$ cat src/rtl/ssm_pkg.sv
// Types and constants shared by the serial SHA-1 suffix match core
`timescale 1ns / 1ps
`default_nettype none
package ssm_pkg;
  localparam int unsigned Rounds = 80;
  localparam int unsigned RoundIdxW = 7;

  localparam logic [31:0] H0 = 32'h67452301;
  localparam logic [31:0] H1 = 32'hEFCDAB89;
  localparam logic [31:0] H2 = 32'h98BADCFE;
  localparam logic [31:0] H3 = 32'h10325476;
  localparam logic [31:0] H4 = 32'hC3D2E1F0;

  localparam logic [31:0] K0 = 32'h5A827999;
  localparam logic [31:0] K1 = 32'h6ED9EBA1;
  localparam logic [31:0] K2 = 32'h8F1BBCDC;
  localparam logic [31:0] K3 = 32'hCA62C1D6;

  localparam logic CfgTarget = 1'b0;
  localparam logic CfgSuffix = 1'b1;

  typedef struct packed {
    logic [31:0] a;
    logic [31:0] b;
    logic [31:0] c;
    logic [31:0] d;
    logic [31:0] e;
  } state_t;

  typedef logic [15:0][31:0] window_t;

  typedef struct packed {
    state_t  st;
    window_t win;
  } stage_t;
endpackage
`default_nettype wire

$ cat src/rtl/ssm_msg.sv
// Serial string build and first pipeline register
`timescale 1ns / 1ps
`default_nettype none
module ssm_msg (
  input  wire logic            clk_i,
  input  wire logic            rst_ni,
  input  wire logic            en_i,
  input  wire logic            valid_i,
  input  wire logic [6:0]      year_num_i,
  input  wire logic [6:0]      week_num_i,
  input  wire logic [5:0]      sym_a_i,
  input  wire logic [5:0]      sym_b_i,
  input  wire logic [5:0]      sym_c_i,
  output logic                 valid_o,
  output ssm_pkg::stage_t      stage_o
);
  function automatic logic [15:0] two_digits(input logic [6:0] v);
    logic [6:0] t;
    logic [3:0] tens;
    logic [6:0] units;
    t = (v >= 7'd100) ? v - 7'd100 : v;
    tens = 4'd0;
    for (int i = 1; i < 10; i++) begin
      if (t >= 7'(10 * i)) tens = 4'(i);
    end
    units = t - {3'b0, tens} * 7'd10;
    return {4'h3, tens, 4'h3, units[3:0]};
  endfunction

  function automatic logic [7:0] hex_char(input logic [3:0] n);
    return (n < 4'd10) ? 8'h30 + {4'h0, n} : 8'h37 + {4'h0, n};
  endfunction

  function automatic logic [15:0] symbol(input logic [5:0] idx);
    logic [5:0] s;
    logic [7:0] code;
    s = (idx > 6'd35) ? 6'd35 : idx;
    code = (s < 6'd10) ? 8'h30 + {2'b0, s} : 8'h37 + {2'b0, s};
    return {hex_char(code[7:4]), hex_char(code[3:0])};
  endfunction

  ssm_pkg::stage_t stage_d, stage_q;
  logic            valid_q;

  always_comb begin
    stage_d.win = '0;
    stage_d.win[0] = {8'h43, 8'h50, two_digits(year_num_i)};
    stage_d.win[1] = {two_digits(week_num_i), symbol(sym_a_i)};
    stage_d.win[2] = {symbol(sym_b_i), symbol(sym_c_i)};
    stage_d.win[3] = 32'h80000000;
    stage_d.win[15] = 32'h00000060;
    stage_d.st = '{a: ssm_pkg::H0, b: ssm_pkg::H1, c: ssm_pkg::H2,
                   d: ssm_pkg::H3, e: ssm_pkg::H4};
  end

  always_ff @(posedge clk_i or negedge rst_ni) begin
    if (!rst_ni) begin
      valid_q <= 1'b0;
    end else if (en_i) begin
      valid_q <= valid_i;
    end
  end

  always_ff @(posedge clk_i) begin
    if (en_i) begin
      stage_q <= stage_d;
    end
  end

  assign valid_o = valid_q;
  assign stage_o = stage_q;
endmodule
`default_nettype wire

$ cat config.mk
export PLATFORM = sky130hd
export DESIGN_NAME = ssm_msg
export DESIGN_NICKNAME = d
export VERILOG_FILES = /design/src/rtl/ssm_pkg.sv /design/src/rtl/ssm_msg.sv
export SDC_FILE = /design/constraint.sdc
export NUM_CORES = 1
export LEC_CHECK = 0
export BUFFER_PORTS_ARGS = -buffer_cell sky130_fd_sc_hd__buf_2
export CORE_AREA = 10 10 266 268
export CTS_CLUSTER_SIZE = 25
export DETAILED_ROUTE_END_ITERATION = 12
export DIE_AREA = 0 0 276 278
export HOLD_SLACK_MARGIN = 0.1
export SLEW_MARGIN = 15
export SYNTH_ARGS = -nofsm -noshare
export SYNTH_HDL_FRONTEND = slang
export SYNTH_SLANG_ARGS = --single-unit
$ cat constraint.sdc
create_clock -name clk_i -period 1.65 [get_ports clk_i]
set_clock_uncertainty 0.15 [all_clocks]
set_input_delay 0.33 -clock clk_i [delete_from_list [all_inputs] [get_ports clk_i]]
set_output_delay 0.33 -clock clk_i [all_outputs]
set_load 0.02 [all_outputs]
==> run_results.csv <==
group,metric,value,unit
placement,io_buffer_count,82,
clocking,cts.htree.levels,2,
synth,synthArstFlopShare,2.13,%
synth,synth_seq_cells,47,
timing,hold_viol,0,
detailed_routing,firstDrtPassIters,4,
power_and_ir_drop,comb_power_share,53.8,%
die,coreArea,65400,sq um
cells_and_area,nNetsFinal,1184,
synth,synthAdderAreaFrac,2.93,%
placement,globalplace.congestion,0.747,
timing,worst_slack,-1430,ps
cells_and_area,area_growth,13.4,%
die,start_util,12.0,%
synth,synthMuxAreaShare,0.143,%
clocking,cts_tree,"done",
global_route,grt_max_degree,47,
detailed_routing,finalWirelength,18.9,mm
clocking,path_clk_slew,70,ps
timing,slew_headroom,60.4,%
clocking,clockBufferDepth,2,
critical_path,r2r_start,"valid_o",
die,row_count,94,
critical_path,cp_max_fo,6,
detailed_routing,vias_per_cell,2.37,
synth,yosysWarnings,0,
critical_path,crit_path_start,"year_num_i[3]",
synth,avgSynthCellArea,8.37,sq um
placement,dp.cells,1977,
power_and_ir_drop,power_switching,2.78,mW
power_and_ir_drop,peakVddDrop,397,uV
die,die_area,76700,sq um
die,ioPinCount,709,
power_and_ir_drop,seq_power_share,27.4,%
global_route,grt_pass1_vias,5265,
critical_path,r2r-end,"valid_o",
global_route,antenna_found_initial,1,
clocking,cts.sinks,47,
cells_and_area,nFillCells,7561,
synth,synthSimpleGateAreaFrac,5.71,%
power_and_ir_drop,power_frac_clock,18.8,%
clocking,clock_latency,300,ps
critical_path,r2r_cells,1,
job,maxCapViolCount,0,
power_and_ir_drop,p_per_area,642,nW/um^2
synth,syn-instance-count,939,
synth,ys_top_cells_by_area,"buf_4 60%, edfxtp_1 18%, ha_1 1.9%",
synth,synth_commonest_cells,"626 x buf_4, 46 x edfxtp_1, 24 x o21ai_0",
detailed_routing,wl_per_cell,9.44,um
detailed_routing,first_iter_violations,165,
placement,place_ws,-1820,ps
timing,drv_slew,0,
critical_path,critPathRequiredTime,1550,ps
synth,synth_top_family_by_area,"buffers and inverters",
cells_and_area,diodes,0,
global_route,grt_use_total,4.02,%
synth,synth_edf_count,46,
timing,tns,-10960,ps
detailed_routing,ant_nets,0,
critical_path,arrival,2990,ps
run_status,violations,"setup timing",
power_and_ir_drop,switching_share,48.7,%
synth,ys.flop_type,"edfxtp_1",
timing,setup_viol,33,
die,die_h,278,um
critical_path,end_kind,"register",
run_status,status,"finished with violations",
clocking,cts_root_buf,"clkbuf_16",
timing,finalCritPeriodShare,187,%
synth,synth_most_common_cell,"buf_4",
timing,max_freq,0.324,GHz
worst_hold_path,hold_path_class,"primary input to register",
synth,synth_top_area_cell,"buf_4",
timing,rsz0062_at_grt,"yes",
synth,synth_compound_area_share,9.95,%
global_route,gr-total-overflow,0,
placement,hpwl,16.3,mm
critical_path,crit_type,"primary input to register",
synth,ys_seq_area_share,17.9,%
global_route,grt_pass1_wl,26.5,mm
die,die_w,276,um
synth,yosysTopAreaCellShare,59.8,%
cells_and_area,drive_gt1_share,29.3,%
critical_path,r2r_setup_slack,760,ps
clocking,cts_made_buffers,5,
synth,synth_cell_types,59,
critical_path,setup.worst_path.end,"stage_o[3]",
timing,tightest_slew,588,ps
cells_and_area,utilization,13.6,%
synth,synth_area,7860,sq um
cells_and_area,fin_cells,1999,
power_and_ir_drop,intPower,2.93,mW
timing,layout_min_cycle_time,3080,ps
timing,timing.hold.ws,158,ps
power_and_ir_drop,p_leak,4.36,nW
synth,synth_xor_area_share,1.54,%
detailed_routing,via_count,4736,
critical_path,start_kind,"primary input",
detailed_routing,route.detailed.drc,0,
## per-stage QoR
step                total power [mW]  cell area, sq um
CTS                             5.51              8480
detailed placement              4.26              7990
finish                          5.72              8910
global route                    6.07              8910
global placement                4.25              7990
floorplan                       4.77             10500
## cell families (layout without fill, tap and decap cells)
kind of cell,count (synthesis),count (layout)
buffers and inverters,664,236
other,2,626
xor gates and xnor gates,13,13
DFF,47,47
and+or+nand+nor,83,83
adders and majority gates,18,18
AOI/OAI and AO/OA,111,111
muxes,1,1
## cell type report
type / instances / area (sq um) / share of cell area [%]
multi-input combinational: 852 / 4630 / 52.0
timing repair buffer: 205 / 1520 / 17.1
sequential: 47 / 1410 / 15.8
tap: 864 / 1080 / 12.1
clock buffer: 5 / 125 / 1.40
inverter: 23 / 115 / 1.29
clock inverter: 3 / 27.5 / 0.309
## power by group through the flow
stage / Sequential, mW / Clock (mW) / Combinational [mW]
3_3_place_gp: 1.59 / 0 / 2.65
5_1_grt: 1.59 / 1.17 / 3.31
4_1_cts: 1.57 / 1.13 / 2.81
6_report: 1.56 / 1.07 / 3.08
3_5_place_dp: 1.60 / 0 / 2.66
2_1_floorplan: 1.80 / 0 / 2.97
## flip-flops by register name, summed over array words and instances, names as in the netlist
register and count:
stage_o 46, valid_o 1
## routing by layer
metal  share of wire [%]  track usage [%]  up-vias
met4                 1.3            0.995        0
met2                  56             7.88      330
met5                   0                0        -
met3                 7.9             1.49       15
met1                  35             3.89     2185
li1                    -                -     2206
## cell usage in the layout (no fill, tap or decap), drive strengths merged, types with 5 or more instances in the layout
cell,netlist,final
xor2,5,5
nand2,19,19
ha,12,12
nand3,5,5
inv,23,25
a21o,9,9
o31ai,5,5
nor3,13,13
edfxtp,46,46
clkbuf,11,5
xnor2,8,8
or3,7,7
buf,630,203
a31oi,6,6
a21oi,14,14
nor2b,6,6
o21ai,27,27
conb,2,626
a211o,7,7
o211ai,6,6
o21a,9,9
nor2,15,15
## worst max-delay path, cell delays in order
cell and delay [ps]:
buf_12 110, inv_12 40, ha_4 100, or3b_4 400, a2111oi_4 390, nor2_4 110, a311oi_2 230, o21ai_1 120
and3_4 200, ha_4 150, fa_2 370, xnor2_2 150, xnor2_2 150, xnor2_2 130
## worst min path at each step
stage	startpoint	endpoint	slack, ps	depth (start not counted)
floorplan	rst_ni	valid_o	-120	0
global placement	rst_ni	valid_o	-50	1
detailed placement	rst_ni	valid_o	-40	1
finish	year_num_i[0]	stage_o[0]	160	2
global route	year_num_i[0]	stage_o[0]	150	2
CTS	year_num_i[0]	stage_o[0]	140	2
## repair_timing
action                                  CTS  global route
gates cloned                              0             0
setup buffers                            13             6
endpoints found under the setup margin   38            39
endpoints found under the hold margin     2             0
gates resized for setup                  56            93
pin swaps                                45            46
hold buffers                              2             0
No activity file was read; power rests on OpenSTA's default activity.
