===== src/rtl/ssm_pkg.sv =====
// Types and constants shared by the serial SHA-1 suffix match core
`timescale 1ns / 1ps
`default_nettype none
package ssm_pkg;
  localparam int unsigned Rounds = 80;
  localparam int unsigned RoundIdxW = 7;

  localparam logic [31:0] H0 = 32'h67452301;
  localparam logic [31:0] H1 = 32'hEFCDAB89;
  localparam logic [31:0] H2 = 32'h98BADCFE;
  localparam logic [31:0] H3 = 32'h10325476;
  localparam logic [31:0] H4 = 32'hC3D2E1F0;

  localparam logic [31:0] K0 = 32'h5A827999;
  localparam logic [31:0] K1 = 32'h6ED9EBA1;
  localparam logic [31:0] K2 = 32'h8F1BBCDC;
  localparam logic [31:0] K3 = 32'hCA62C1D6;

  localparam logic CfgTarget = 1'b0;
  localparam logic CfgSuffix = 1'b1;

  typedef struct packed {
    logic [31:0] a;
    logic [31:0] b;
    logic [31:0] c;
    logic [31:0] d;
    logic [31:0] e;
  } state_t;

  typedef logic [15:0][31:0] window_t;

  typedef struct packed {
    state_t  st;
    window_t win;
  } stage_t;
endpackage
`default_nettype wire


===== src/rtl/ssm_round.sv =====
// One SHA-1 round with its message schedule step and pipeline register
`timescale 1ns / 1ps
`default_nettype none
module ssm_round (
  input  wire logic                             clk_i,
  input  wire logic                             rst_ni,
  input  wire logic                             en_i,
  input  wire logic [ssm_pkg::RoundIdxW-1:0]    round_i,
  input  wire logic                             valid_i,
  input  wire ssm_pkg::stage_t                  stage_i,
  output logic                                  valid_o,
  output ssm_pkg::stage_t                       stage_o
);
  ssm_pkg::stage_t stage_d, stage_q;
  logic            valid_q;
  logic [31:0]     f, k, mix, a;

  always_comb begin
    a = stage_i.st.a;
    if (round_i < 7'd20) begin
      f = (stage_i.st.b & stage_i.st.c) | (~stage_i.st.b & stage_i.st.d);
      k = ssm_pkg::K0;
    end else if (round_i < 7'd40) begin
      f = stage_i.st.b ^ stage_i.st.c ^ stage_i.st.d;
      k = ssm_pkg::K1;
    end else if (round_i < 7'd60) begin
      f = (stage_i.st.b & stage_i.st.c) | (stage_i.st.b & stage_i.st.d) |
          (stage_i.st.c & stage_i.st.d);
      k = ssm_pkg::K2;
    end else begin
      f = stage_i.st.b ^ stage_i.st.c ^ stage_i.st.d;
      k = ssm_pkg::K3;
    end
    mix = stage_i.win[13] ^ stage_i.win[8] ^ stage_i.win[2] ^ stage_i.win[0];
    stage_d.st.a = {a[26:0], a[31:27]} + f + stage_i.st.e + k + stage_i.win[0];
    stage_d.st.b = a;
    stage_d.st.c = {stage_i.st.b[1:0], stage_i.st.b[31:2]};
    stage_d.st.d = stage_i.st.c;
    stage_d.st.e = stage_i.st.d;
    for (int i = 0; i < 15; i++) begin
      stage_d.win[i] = stage_i.win[i+1];
    end
    stage_d.win[15] = {mix[30:0], mix[31]};
  end

  always_ff @(posedge clk_i or negedge rst_ni) begin
    if (!rst_ni) begin
      valid_q <= 1'b0;
    end else if (en_i) begin
      valid_q <= valid_i;
    end
  end

  always_ff @(posedge clk_i) begin
    if (en_i) begin
      stage_q <= stage_d;
    end
  end

  assign valid_o = valid_q;
  assign stage_o = stage_q;
endmodule
`default_nettype wire


===== config.mk =====
export PLATFORM = sky130hd
export DESIGN_NAME = ssm_round
export DESIGN_NICKNAME = d
export VERILOG_FILES = /design/src/rtl/ssm_pkg.sv /design/src/rtl/ssm_round.sv
export SDC_FILE = /design/constraint.sdc
export NUM_CORES = 1
export LEC_CHECK = 0
export BUFFER_PORTS_ARGS = -buffer_cell sky130_fd_sc_hd__buf_4
export CAP_MARGIN = 15
export CORE_AREA = 2 2 533 535
export CTS_BUF_LIST = sky130_fd_sc_hd__clkbuf_2 sky130_fd_sc_hd__clkbuf_4 sky130_fd_sc_hd__clkbuf_8
export CTS_CLUSTER_SIZE = 25
export DETAILED_ROUTE_END_ITERATION = 10
export DIE_AREA = 0 0 535 537
export MAX_ROUTING_LAYER = met4
export SYNTH_ARGS = -nofsm -noshare
export SYNTH_HDL_FRONTEND = slang
export SYNTH_SLANG_ARGS = --single-unit

===== constraint.sdc =====
create_clock -name clk_i -period 1.1 [get_ports clk_i]
set_clock_uncertainty 0.2 [all_clocks]
set_input_delay 0.11 -clock clk_i [delete_from_list [all_inputs] [get_ports clk_i]]
set_output_delay 0.11 -clock clk_i [all_outputs]
set_load 0.02 [all_outputs]

==> impl_metrics.csv, run 1 <==
group,metric,value,unit
outcome,run_status,"finished, violations left",
outcome,violations,"hold timing, setup timing",
logic_synthesis,synth_top_cell_by_area,"edfxtp_1",
placed_design,portBuffers,1353,
sta,hold_slack,-732,ps
min_path,holdPathStages,1,
pwr,p_per_area,1690,nW/µm²
logic_synthesis,syn_area,26700,µm²
logic_synthesis,synth_edf_count,672,
cts,clkSinkCount,673,
detailed_routing,dr.pass1.iters,5,
floorplan,fp-row-count,195,
grt,gr-usage-all-layers,15.1,%
sta,finalHoldViolCount,5,
detailed_routing,wl_met1,81500,µm
sta,fin_crit,3900,ps
layout,fin_util,22.7,%
min_path,hold-path-endpoint,"stage_o[635]",
pwr,p_seq_share,31.3,%
detailed_routing,drt_iter0_drc,1342,
detailed_routing,routed_wl,220000,µm
detailed_routing,via_per_inst,3.17,
layout,drive_gt1_share,44.4,%
floorplan,fp.dieArea,287000,µm²
detailed_routing,wl_per_cell,26.0,µm
min_path,hold_path_startpoint,"stage_i[667]",
placed_design,place_congestion,0.979,
logic_synthesis,yosys-top-cells-area,"edfxtp_1 76%, fa_1 9.0%, xnor2_1 2.8%, inv_1 2.5%, ha_1 1.7%",
pwr,leakage,26.0,nW
detailed_routing,wl_met2,103000,µm
logic_synthesis,ys_types,54,
logic_synthesis,syn-num-nets,2263,
floorplan,start_util,9.49,%
pwr,intPower,70.9,mW
cts,h-tree-depth,4,
sta,clock.fmax,256,MHz
worst_setup_path,crit_chain,"buf_8 > and3_4 > nor3_4 > buf_4 > buf_12 > buf_6 > a221o_1 > fa_1 > inv_2 > fa_1 > inv_2 > fa_2 > a21o_1 > a221o_2 > a221oi_4 > o21bai_1 > a221o_1 > a21oi_2 > xnor2_1",
sta,slew_violations,0,
detailed_routing,drcViolationCount,0,
cts,clkLatencyLatePin,860,ps
pwr,combinationalPowerShare,41.7,%
logic_synthesis,synth.yosys.warnings,0,
grt,gr-total-overflow,0,
sta,fin_ws,-2800,ps
worst_setup_path,slowest_stage,"fa_1",
worst_setup_path,critPathKind,"in -> reg",
pwr,finalPower,108,mW
cts,cts_buffer_depth,4,
sta,worstMarginPinSlew,859,ps
cts,clkTransAtPathRegs,50,ps
grt,grt_pass1_vias,29100,
sta,rsz0062_at_grt,"yes",
logic_synthesis,yosys_most_used_dff,"edfxtp_1",
detailed_routing,met3_wirelength,25400,µm
pwr,peakVddDrop,1250,µV
cts,clockRootBuffer,"clkbuf_8",
sta,maxSlewHeadroom,42.4,%
worst_setup_path,rrSetupSlack,120,ps
floorplan,coreArea,281000,µm²
layout,nFillCells,29500,
worst_setup_path,worst-endpoint-required,1540,ps
job,maxCapViolCount,0,
floorplan,die_h,537,µm
logic_synthesis,synth_top_area_share,75.6,%
worst_setup_path,worstSetupStartpointType,"primary input",
detailed_routing,routed.top_layer,"met4",
logic_synthesis,yosys-top-cells-count,"672 x edfxtp_1, 180 x inv_1, 120 x fa_1",
worst_setup_path,worstReg2RegStart,"valid_o",
worst_setup_path,r2r-end,"valid_o",
floorplan,io_pins,1356,
grt,grt_max_degree,58,
worst_setup_path,r2r_cells,1,
sta,setup_viol,863,
logic_synthesis,yosysMostFrequentCell,"edfxtp_1",
pwr,p_sw_share,34.2,%
worst_setup_path,crit_arrival,4340,ps
cts,cts_buffers,142,
worst_setup_path,cp-end-kind,"flop",
grt,grt_antenna_before_repair,125,
logic_synthesis,syn_inst,1423,
worst_setup_path,slowest_delay,560,ps
placed_design,dpl.hpwl,178000,µm
logic_synthesis,yosysSeqAreaShare,75.7,%
layout,final_nets,5377,
floorplan,die_w,535,µm
layout,syn2layout_area_growth,139,%
pwr,p_switching,36.8,mW
logic_synthesis,avgSynthCellArea,18.8,µm²
sta,fin_crit_sh,355,%
grt,grt_pass1_wl,277000,µm
sta,setup_tns,-522130,ps
min_path,hold_class,"in -> reg",
cts,cts_tree,"done",
detailed_routing,via_count,26800,
pwr,pwr-share-clk,27.0,%
logic_synthesis,synth-seq-cells,673,
worst_setup_path,cp_max_fo,7,
detailed_routing,ant_nets,0,
logic_synthesis,async_reset_ff_share,0.149,%
-- logic make-up after synthesis --
| family | count (synthesis) | share of synthesized area, % |
|---|---|---|
| and+or+nand+nor | 119 | 2.00 |
| adders and majority gates | 157 | 10.7 |
| xor gates and xnor gates | 128 | 4.20 |
| muxes | 32 | 1.24 |
| buffers and inverters | 199 | 2.84 |
| DFF | 673 | 75.7 |
| AOI/OAI and AO/OA | 115 | 3.28 |
-- repair_timing --
action / CTS / global route
pin swaps: 62 / 63
resized for setup: 741 / 66
endpoints found under the hold margin: 1318 / 8
cloned: 1 / 1
setup buffers: 19 / 19
setup endpoints to repair: 705 / 737
hold buffers: 1256 / 1
-- cell usage in the layout (no fill, tap or decap), drive strengths merged, types with 2 or more instances in the layout --
cell         Yosys  final
nor3b            3      3
a211oi           3      3
o31ai            2      2
fa             120    120
a21o             8      8
nand3            9      9
buf              4   1731
a2111oi          5      5
nor3             9      9
dlygate4sd3      0   1256
and2             2      2
edfxtp         672    672
a221oi          10     10
mux2             9      9
clkbuf          14    176
mux2i           23     23
nand4            3      3
ha              37     37
clkinv           0     49
clkinvlp         0      8
a221o           15     15
bufinv           0     11
a31oi            4      4
xnor2           86     86
and3             5      5
o221ai           4      4
o21ai           12     12
nand2           24     24
o22ai           10     10
a21oi           27     27
nor2            55     55
o211ai           4      4
o21bai           2      2
xor2            42     42
inv            181    183
nor2b            6      6
diode            0     60
-- final cells by class --
| class | count | area (µm²) | share of cell area, % |
|---|---|---|---|
| Clock buffer | 175 | 2210 | 3.47 |
| Multi-Input combinational cell | 551 | 6450 | 10.1 |
| Antenna cell | 60 | 150 | 0.235 |
| Inverter | 181 | 694 | 1.09 |
| Timing Repair Buffer | 2988 | 28800 | 45.1 |
| Clock inverter | 70 | 649 | 1.02 |
| Tap cell | 3743 | 4680 | 7.33 |
| Sequential cell | 673 | 20200 | 31.6 |
-- power groups by stage --
| stage | logic (mW) | registers, mW | clock network [mW] |
|---|---|---|---|
| after CTS | 42.4 | 33.7 | 30.1 |
| after global placement | 33.4 | 33.6 | 0 |
| final | 44.9 | 33.7 | 29.1 |
| after detailed placement | 33.6 | 33.6 | 0 |
| after floorplan | 11.6 | 36.6 | 0 |
| after global routing | 47.8 | 33.9 | 31.4 |
-- metal layers --
metal,global-route usage [%],up-vias
met5,-,-
met4,5.75,0
met3,7.08,412
met2,24.4,1588
met1,16.0,13300
li1,-,11500
-- sequential cells by signal, indices dropped and copies added, names as in the netlist --
name     flops
stage_o    672
valid_o      1
-- metrics by stage --
stage	instance area [µm²]	std cells	worst slack, ps	hold WS [ps]
after detailed placement	44700	6845	-3920	-310
final	63900	8441	-2800	-732
after floorplan	26900	1423	-3390	-386
after CTS	63200	8363	-2660	-889
after global routing	63800	8427	-2820	-856
after global placement	44700	6845	-3870	-310
-- worst max-delay path, delay by kind of cell --
family          cells  cell delay (ps)
xor+xnor            1               70
simple gates        2              250
compound gates      7             1900
fa+ha+maj           3             1400
buf+inv             6              600
-- worst max path at each step --
| stage | from | to | slack, ps |
|---|---|---|---|
| final | round_i[3] | stage_o[659] | -2800 |
| after global routing | round_i[2] | stage_o[668] | -2820 |
| after CTS | round_i[2] | stage_o[668] | -2660 |
| after detailed placement | round_i[4] | stage_o[669] | -3920 |
| after global placement | round_i[4] | stage_o[669] | -3870 |
| after floorplan | round_i[3] | stage_o[659] | -3390 |
Note: power is estimated with default switching activity, not from simulation.
==> run 2, diff against run 1 <==
--- a/config.mk
+++ b/config.mk
@@ -6,4 +6,5 @@
 export NUM_CORES = 1
 export LEC_CHECK = 0
+export ABC_CLOCK_PERIOD_IN_PS = 1100
 export BUFFER_PORTS_ARGS = -buffer_cell sky130_fd_sc_hd__buf_4
 export CAP_MARGIN = 15
==> constraint.sdc (replaced) <==
create_clock -name clk_i -period 1.1 [get_ports clk_i]
set_clock_uncertainty 0.2 [all_clocks]
set_input_delay 0.055 -clock clk_i [delete_from_list [all_inputs] [get_ports clk_i]]
set_output_delay 0.055 -clock clk_i [all_outputs]
set_load 0.02 [all_outputs]
==> run 2 against run 1 <==
Net effect:
- the flow still finishes with violations (hold timing, setup timing)
- die area stayed put
- routed wire length is 0.18% lower
- sequential cell count stayed put
- utilization hardly changed
- critical endpoint unchanged
- highest routed layer unchanged
==> impl_metrics.csv, run 2 (synthesis results as in run 1) <==
group,metric,value,unit
layout,syn2layout_area_growth,139,%
pwr,leakage,26.1,nW
layout,layout_commonest_cell,"dlygate4sd3_1",
sta,rsz0062_at_grt,"yes",
floorplan,die_h,537,µm
placed_design,place_ws,-3940,ps
pwr,p_per_area,1640,nW/µm²
layout,drive_gt1_share,44.9,%
grt,grt_pass1_wl,276000,µm
detailed_routing,via_count,26900,
min_path,hold_class,"in -> reg",
floorplan,start_util,9.49,%
layout,ff_latch_area,20200,µm²
placed_design,portBuffers,1353,
cts,clkLatencyLatePin,910,ps
cts,h-tree-depth,4,
sta,worstMarginPinSlew,697,ps
sta,finalHoldViolCount,8,
detailed_routing,via_per_inst,3.19,
detailed_routing,routed_wl,219000,µm
worst_setup_path,r2r_cells,1,
layout,largest_reg_flops,672,
cts,cts_buffers,141,
outcome,run_status,"finished, violations left",
cts,clockRootBuffer,"clkbuf_8",
layout,instances_no_fill,8435,
layout,final_cell_mix,"1,254 x dlygate4sd3_1, 993 x buf_4, 692 x buf_6",
min_path,holdPathStages,1,
layout,nFillCells,29500,
sta,clock.fmax,269,MHz
placed_design,placed_cells,6847,
sta,setup_viol,762,
grt,gr-total-overflow,0,
floorplan,fp-row-count,195,
sta,hold_slack,-837,ps
placed_design,place_congestion,0.977,
detailed_routing,dr.pass1.iters,5,
detailed_routing,drt_iter0_drc,1538,
worst_setup_path,slowest_stage,"fa_1",
layout,fin_util,22.7,%
worst_setup_path,slowest_delay,520,ps
grt,grt_pass1_vias,28800,
worst_setup_path,worstSetupStartpointType,"primary input",
sta,fin_crit,3720,ps
sta,fin_crit_sh,338,%
detailed_routing,drcViolationCount,0,
cts,clkSinkCount,673,
sta,slew_violations,0,
worst_setup_path,critPathKind,"in -> reg",
detailed_routing,wl_per_cell,26.0,µm
worst_setup_path,crit_arrival,4190,ps
worst_setup_path,cp_max_fo,7,
floorplan,io_pins,1356,
sta,fin_ws,-2620,ps
cts,clkTransAtPathRegs,60,ps
worst_setup_path,cp-end-kind,"flop",
floorplan,die_w,535,µm
floorplan,coreArea,281000,µm²
detailed_routing,ant_nets,0,
outcome,violations,"hold timing, setup timing",
worst_setup_path,worst-endpoint-required,1570,ps
grt,grt_max_degree,51,
grt,gr-usage-all-layers,15.0,%
pwr,peakVddDrop,1130,µV
pwr,finalPower,104,mW
worst_setup_path,crit_chain,"buf_6 > and3_4 > nor3_4 > nor2_4 > buf_12 > a221o_1 > fa_1 > inv_1 > fa_1 > inv_2 > fa_2 > a21o_1 > a221o_2 > a221oi_4 > o21bai_1 > a221o_1 > a21oi_2 > xnor2_1",
job,maxCapViolCount,0,
sta,maxSlewHeadroom,53.5,%
cts,cts_tree,"done",
layout,final_nets,5380,
floorplan,fp.dieArea,287000,µm²
grt,grt_antenna_before_repair,121,
layout,multi_input_area,6550,µm²
cts,cts_buffer_depth,4,
placed_design,dpl.hpwl,178000,µm
==> run 2: cell types whose count changed in the layout (fill, tap and decap cells not counted), moves of 6 or more <==
cell	previous run	this run
ha_1	22	28
buf_6	698	692
xor2_2	3	10
xor2_1	38	31
bufinv_16	11	4
xnor2_1	81	60
buf_4	985	993
xnor2_2	2	26
dlymetal6s4s_1	0	9
clkinv_1	33	18
==> run 2: area by class of cell <==
type	instances	share of cell area, %
Antenna cell	58	0.228
Sequential cell	673	31.7
Tap cell	3743	7.35
Clock inverter	58	0.697
Multi-Input combinational cell	551	10.3
Inverter	181	1.07
Clock buffer	179	3.54
Timing Repair Buffer	2992	45.2
==> run 2: what timing repair did <==
item                                     CTS  global route
resized for setup                        740            80
hold buffers                            1268            69
buffers inserted                          23             7
endpoints found under the hold margin   1318           115
pin swaps                                 56            47
gates cloned                               1             0
endpoints found under the setup margin   705           741
==> run 2: metal layers <==
layer,share of wire (%),wire length (µm),up-vias,global-route usage (%)
met1,39,85100,13400,16.8
li1,-,-,11500,-
met4,3.8,8320,0,5.05
met3,10,22000,418,5.79
met2,47,104000,1544,24.5
met5,0,0,-,-
==> run 2: where the power goes <==
part	internal (mW)	leakage [nW]	switching [mW]
Clock	14.4	1.39	13.2
Combinational	21.8	18.1	21.2
Sequential	32.0	6.59	1.70
==> run 2: final timing paths <==
check                              from           end  slack, ps
max in group asynchronous        rst_ni       valid_o        150
hold / removal             stage_i[667]  stage_o[635]       -840
hold reg to reg                 valid_o       valid_o        350
setup / recovery             round_i[2]  stage_o[659]      -2620
setup reg to reg                valid_o       valid_o        130
min in group asynchronous        rst_ni       valid_o        450
==> run 2: critical path, delay by kind of cell <==
family          cells  cell delay, ps
buf+inv             4             360
fa+ha+maj           3            1390
compound gates      7            1760
simple gates        3             530
xor+xnor            1              90
==> run 2: per-stage QoR <==
step | setup TNS (ps) | cell area, µm² | hold WS (ps)
4_1_cts | -585560 | 63200 | -987
3_3_place_gp | -192840 | 44700 | -367
2_1_floorplan | -85130 | 26900 | -441
6_report | -483160 | 63800 | -837
5_1_grt | -575290 | 63700 | -937
3_5_place_dp | -196980 | 44700 | -366
==> run 3, diff against run 2 <==
- ABC_AREA: unset -> 1
==> run 3 against run 2 <==
Net effect:
- the run still ends with hold timing, setup timing left
- clock power increased by 5%
- global-route usage up 0.57 points
- design area grew 1.3%
- sequential cell count stayed put
- sequential power barely moved
- critical endpoint is now stage_o[671]
==> impl_metrics.csv, run 3 <==
group,metric,value,unit
outcome,run_status,"finished, violations left",
outcome,violations,"hold timing, setup timing",
logic_synthesis,yosysMostFrequentCell,"edfxtp_1",
placed_design,place_congestion,0.968,
worst_setup_path,slowest_stage,"fa_1",
placed_design,portBuffers,1353,
floorplan,coreArea,281000,µm²
sta,rsz0062_at_grt,"yes",
sta,maxSlewHeadroom,66.8,%
worst_setup_path,critPathKind,"in -> reg",
logic_synthesis,synthXorXnorAreaFrac,3.79,%
grt,busiest_layer,"met2",
logic_synthesis,avgSynthCellArea,16.6,µm²
logic_synthesis,synth-simple-area-share,4.97,%
sta,slew_violations,0,
cts,clkSinkCount,673,
logic_synthesis,yosys-top-cells-count,"672 x edfxtp_1, 255 x inv_1, 180 x nand2_1",
logic_synthesis,yosys_most_used_dff,"edfxtp_1",
cts,cts_buffer_depth,4,
logic_synthesis,synth.yosys.warnings,0,
layout,final_cell_mix,"1,264 x dlygate4sd3_1, 966 x buf_4, 689 x buf_6",
logic_synthesis,synth_edf_count,672,
detailed_routing,via_count,27700,
layout,ff_latch_area,20200,µm²
pwr,peakVddDrop,973,µV
worst_setup_path,slowest_delay,510,ps
grt,gr-usage-all-layers,15.6,%
grt,grt_pass1_wl,286000,µm
grt,use_met3,8.04,%
layout,largest_reg_flops,672,
detailed_routing,routed_wl,227000,µm
sta,fin_ws,-2240,ps
sta,finalHoldViolCount,4,
min_path,hold_class,"in -> reg",
logic_synthesis,yosysSeqAreaShare,74.1,%
detailed_routing,dr.pass1.iters,4,
logic_synthesis,synth_fa_ha_area_share,10.5,%
cts,clockRootBuffer,"clkbuf_8",
logic_synthesis,synth_top_family_by_area,"adder cells",
layout,drive_gt1_share,44.5,%
sta,worstMarginPinSlew,499,ps
logic_synthesis,synth_top_area_share,74.0,%
layout,instances_no_fill,8653,
grt,grt_pass1_vias,30300,
detailed_routing,via_per_inst,3.21,
logic_synthesis,synthMuxAreaShare,0.0413,%
cts,ctsHoldBuffers,1264,
grt,grt_max_degree,36,
floorplan,start_util,9.69,%
logic_synthesis,yosys-top-cells-area,"edfxtp_1 74%, fa_1 8.8%, inv_1 3.5%, nand2_1 2.5%, xnor2_1 2.2%",
worst_setup_path,worst-endpoint-required,1510,ps
floorplan,io_pins,1356,
logic_synthesis,ys_types,40,
worst_setup_path,r2r_cells,1,
placed_design,place_ws,-3640,ps
cts,cts_tree,"done",
logic_synthesis,synth-seq-cells,673,
floorplan,die_h,537,µm
sta,fin_crit_sh,303,%
worst_setup_path,worstReg2RegStart,"valid_o",
detailed_routing,drt_iter0_drc,1406,
grt,grt_antenna_before_repair,90,
min_path,hold-path-endpoint,"stage_o[635]",
layout,multi_input_area,7230,µm²
detailed_routing,ant_nets,0,
logic_synthesis,synth_top_cell_by_area,"edfxtp_1",
sta,fin_crit,3340,ps
layout,nFillCells,29500,
worst_setup_path,rrSetupSlack,100,ps
worst_setup_path,crit_chain,"buf_8 > buf_6 > nand2_4 > nand2_4 > nor2_4 > buf_4 > nor2_4 > buf_4 > buf_4 > buf_4 > a221oi_4 > fa_1 > fa_1 > inv_1 > ha_4 > nand2_1 > inv_1 > a21boi_2 > nand2_1 > a21oi_1 > nand2_1 > nand3_1 > nand2_1",
logic_synthesis,synth-compound-area-share,2.78,%
detailed_routing,drcViolationCount,0,
worst_setup_path,cp_max_fo,4,
worst_setup_path,cp-end-kind,"flop",
sta,hold_slack,-837,ps
placed_design,placed_cells,7051,
layout,final_nets,5580,
cts,cts_buffers,143,
logic_synthesis,syn_inst,1644,
pwr,p_per_area,1690,nW/µm²
pwr,leakage,26.5,nW
sta,setup_viol,740,
min_path,holdPathStages,1,
job,maxCapViolCount,0,
floorplan,die_w,535,µm
logic_synthesis,syn_area,27300,µm²
floorplan,fp.dieArea,287000,µm²
grt,gr-usage-met1,16.2,%
worst_setup_path,crit_buf_inv,8,
layout,syn2layout_area_growth,137,%
cts,clkTransAtPathRegs,60,ps
worst_setup_path,r2r-end,"valid_o",
worst_setup_path,crit_family,"adder cells",
cts,clkLatencyLatePin,870,ps
cts,h-tree-depth,4,
logic_synthesis,async_reset_ff_share,0.149,%
floorplan,fp-row-count,195,
pwr,finalPower,109,mW
worst_setup_path,worstSetupStartpointType,"primary input",
min_path,hold_path_startpoint,"stage_i[667]",
sta,clock.fmax,300,MHz
grt,met2_usage,24.3,%
logic_synthesis,syn-num-nets,2484,
detailed_routing,wl_per_cell,26.2,µm
grt,gr-total-overflow,0,
layout,layout_commonest_cell,"dlygate4sd3_1",
worst_setup_path,crit_arrival,3750,ps
placed_design,dpl.hpwl,184000,µm
## run 3: cell count changes after synthesis, sizes merged, moves of 8 or more
| cell | delta |
|---|---|
| xor2 | +9 |
| mux2i | -23 |
| nand2 | +164 |
| a21oi | +14 |
| a221o | -15 |
| clkbuf | -14 |
| inv | +78 |
| nand3 | +38 |
| xnor2 | -19 |
| mux2 | -8 |
| o211ai | +13 |
## run 3: cell type report
| type | instances | share of cell area [%] |
|---|---|---|
| sequential | 673 | 31.3 |
| multi-input combinational | 703 | 11.2 |
| tap | 3743 | 7.25 |
| inverter | 259 | 1.53 |
| antenna | 70 | 0.271 |
| clock inverter | 71 | 0.998 |
| clock buffer | 174 | 3.42 |
| timing repair buffer | 2960 | 44.1 |
## run 3: metrics by stage
step	util (%)	cell area, µm²	TNS, ps
final	23.0	64600	-469340
after global routing	22.9	64500	-558120
after CTS	22.8	64100	-564380
after detailed placement	16.1	45300	-227730
after global placement	16.1	45300	-227370
after floorplan	-	27800	-66170
## run 3: how the worst max path moves through the flow
| stage | slack, ps | depth (start not counted) | endpoint | from |
|---|---|---|---|---|
| after floorplan | -2320 | 23 | stage_o[671] | round_i[4] |
| after global placement | -3630 | 23 | stage_o[671] | round_i[4] |
| after detailed placement | -3640 | 23 | stage_o[671] | round_i[4] |
| after CTS | -2150 | 23 | stage_o[655] | round_i[2] |
| after global routing | -2250 | 25 | stage_o[659] | round_i[3] |
| final | -2240 | 23 | stage_o[671] | round_i[3] |
## run 3: per-layer routing
metal	up-vias	part of all wire, %
met2	1464	46
met1	13900	37
met4	0	5.3
met5	-	0
li1	12000	-
met3	402	12
## run 3: report_power, final
part           internal [mW]  leakage (nW)  switching (mW)
sequential              32.0          6.59            1.63
combinational           22.1          18.5            24.5
clock                   15.8          1.46            13.4
## run 3: logic make-up after synthesis
kind of cell             count (synthesis)
flip-flops                             673
AND/OR/NAND/NOR                        314
buffers and inverters                  268
adder cells (fa/ha/maj)                157
XOR/XNOR                               118
AO/OA/AOI/OAI                          113
multiplexers                             1
## run 3: timing repair
item	4_1_cts	5_1_grt
cloned	1	0
resized for setup	806	87
pin swaps	75	43
buffers inserted	21	6
endpoints found under the setup margin	705	735
hold endpoints to repair	1317	11
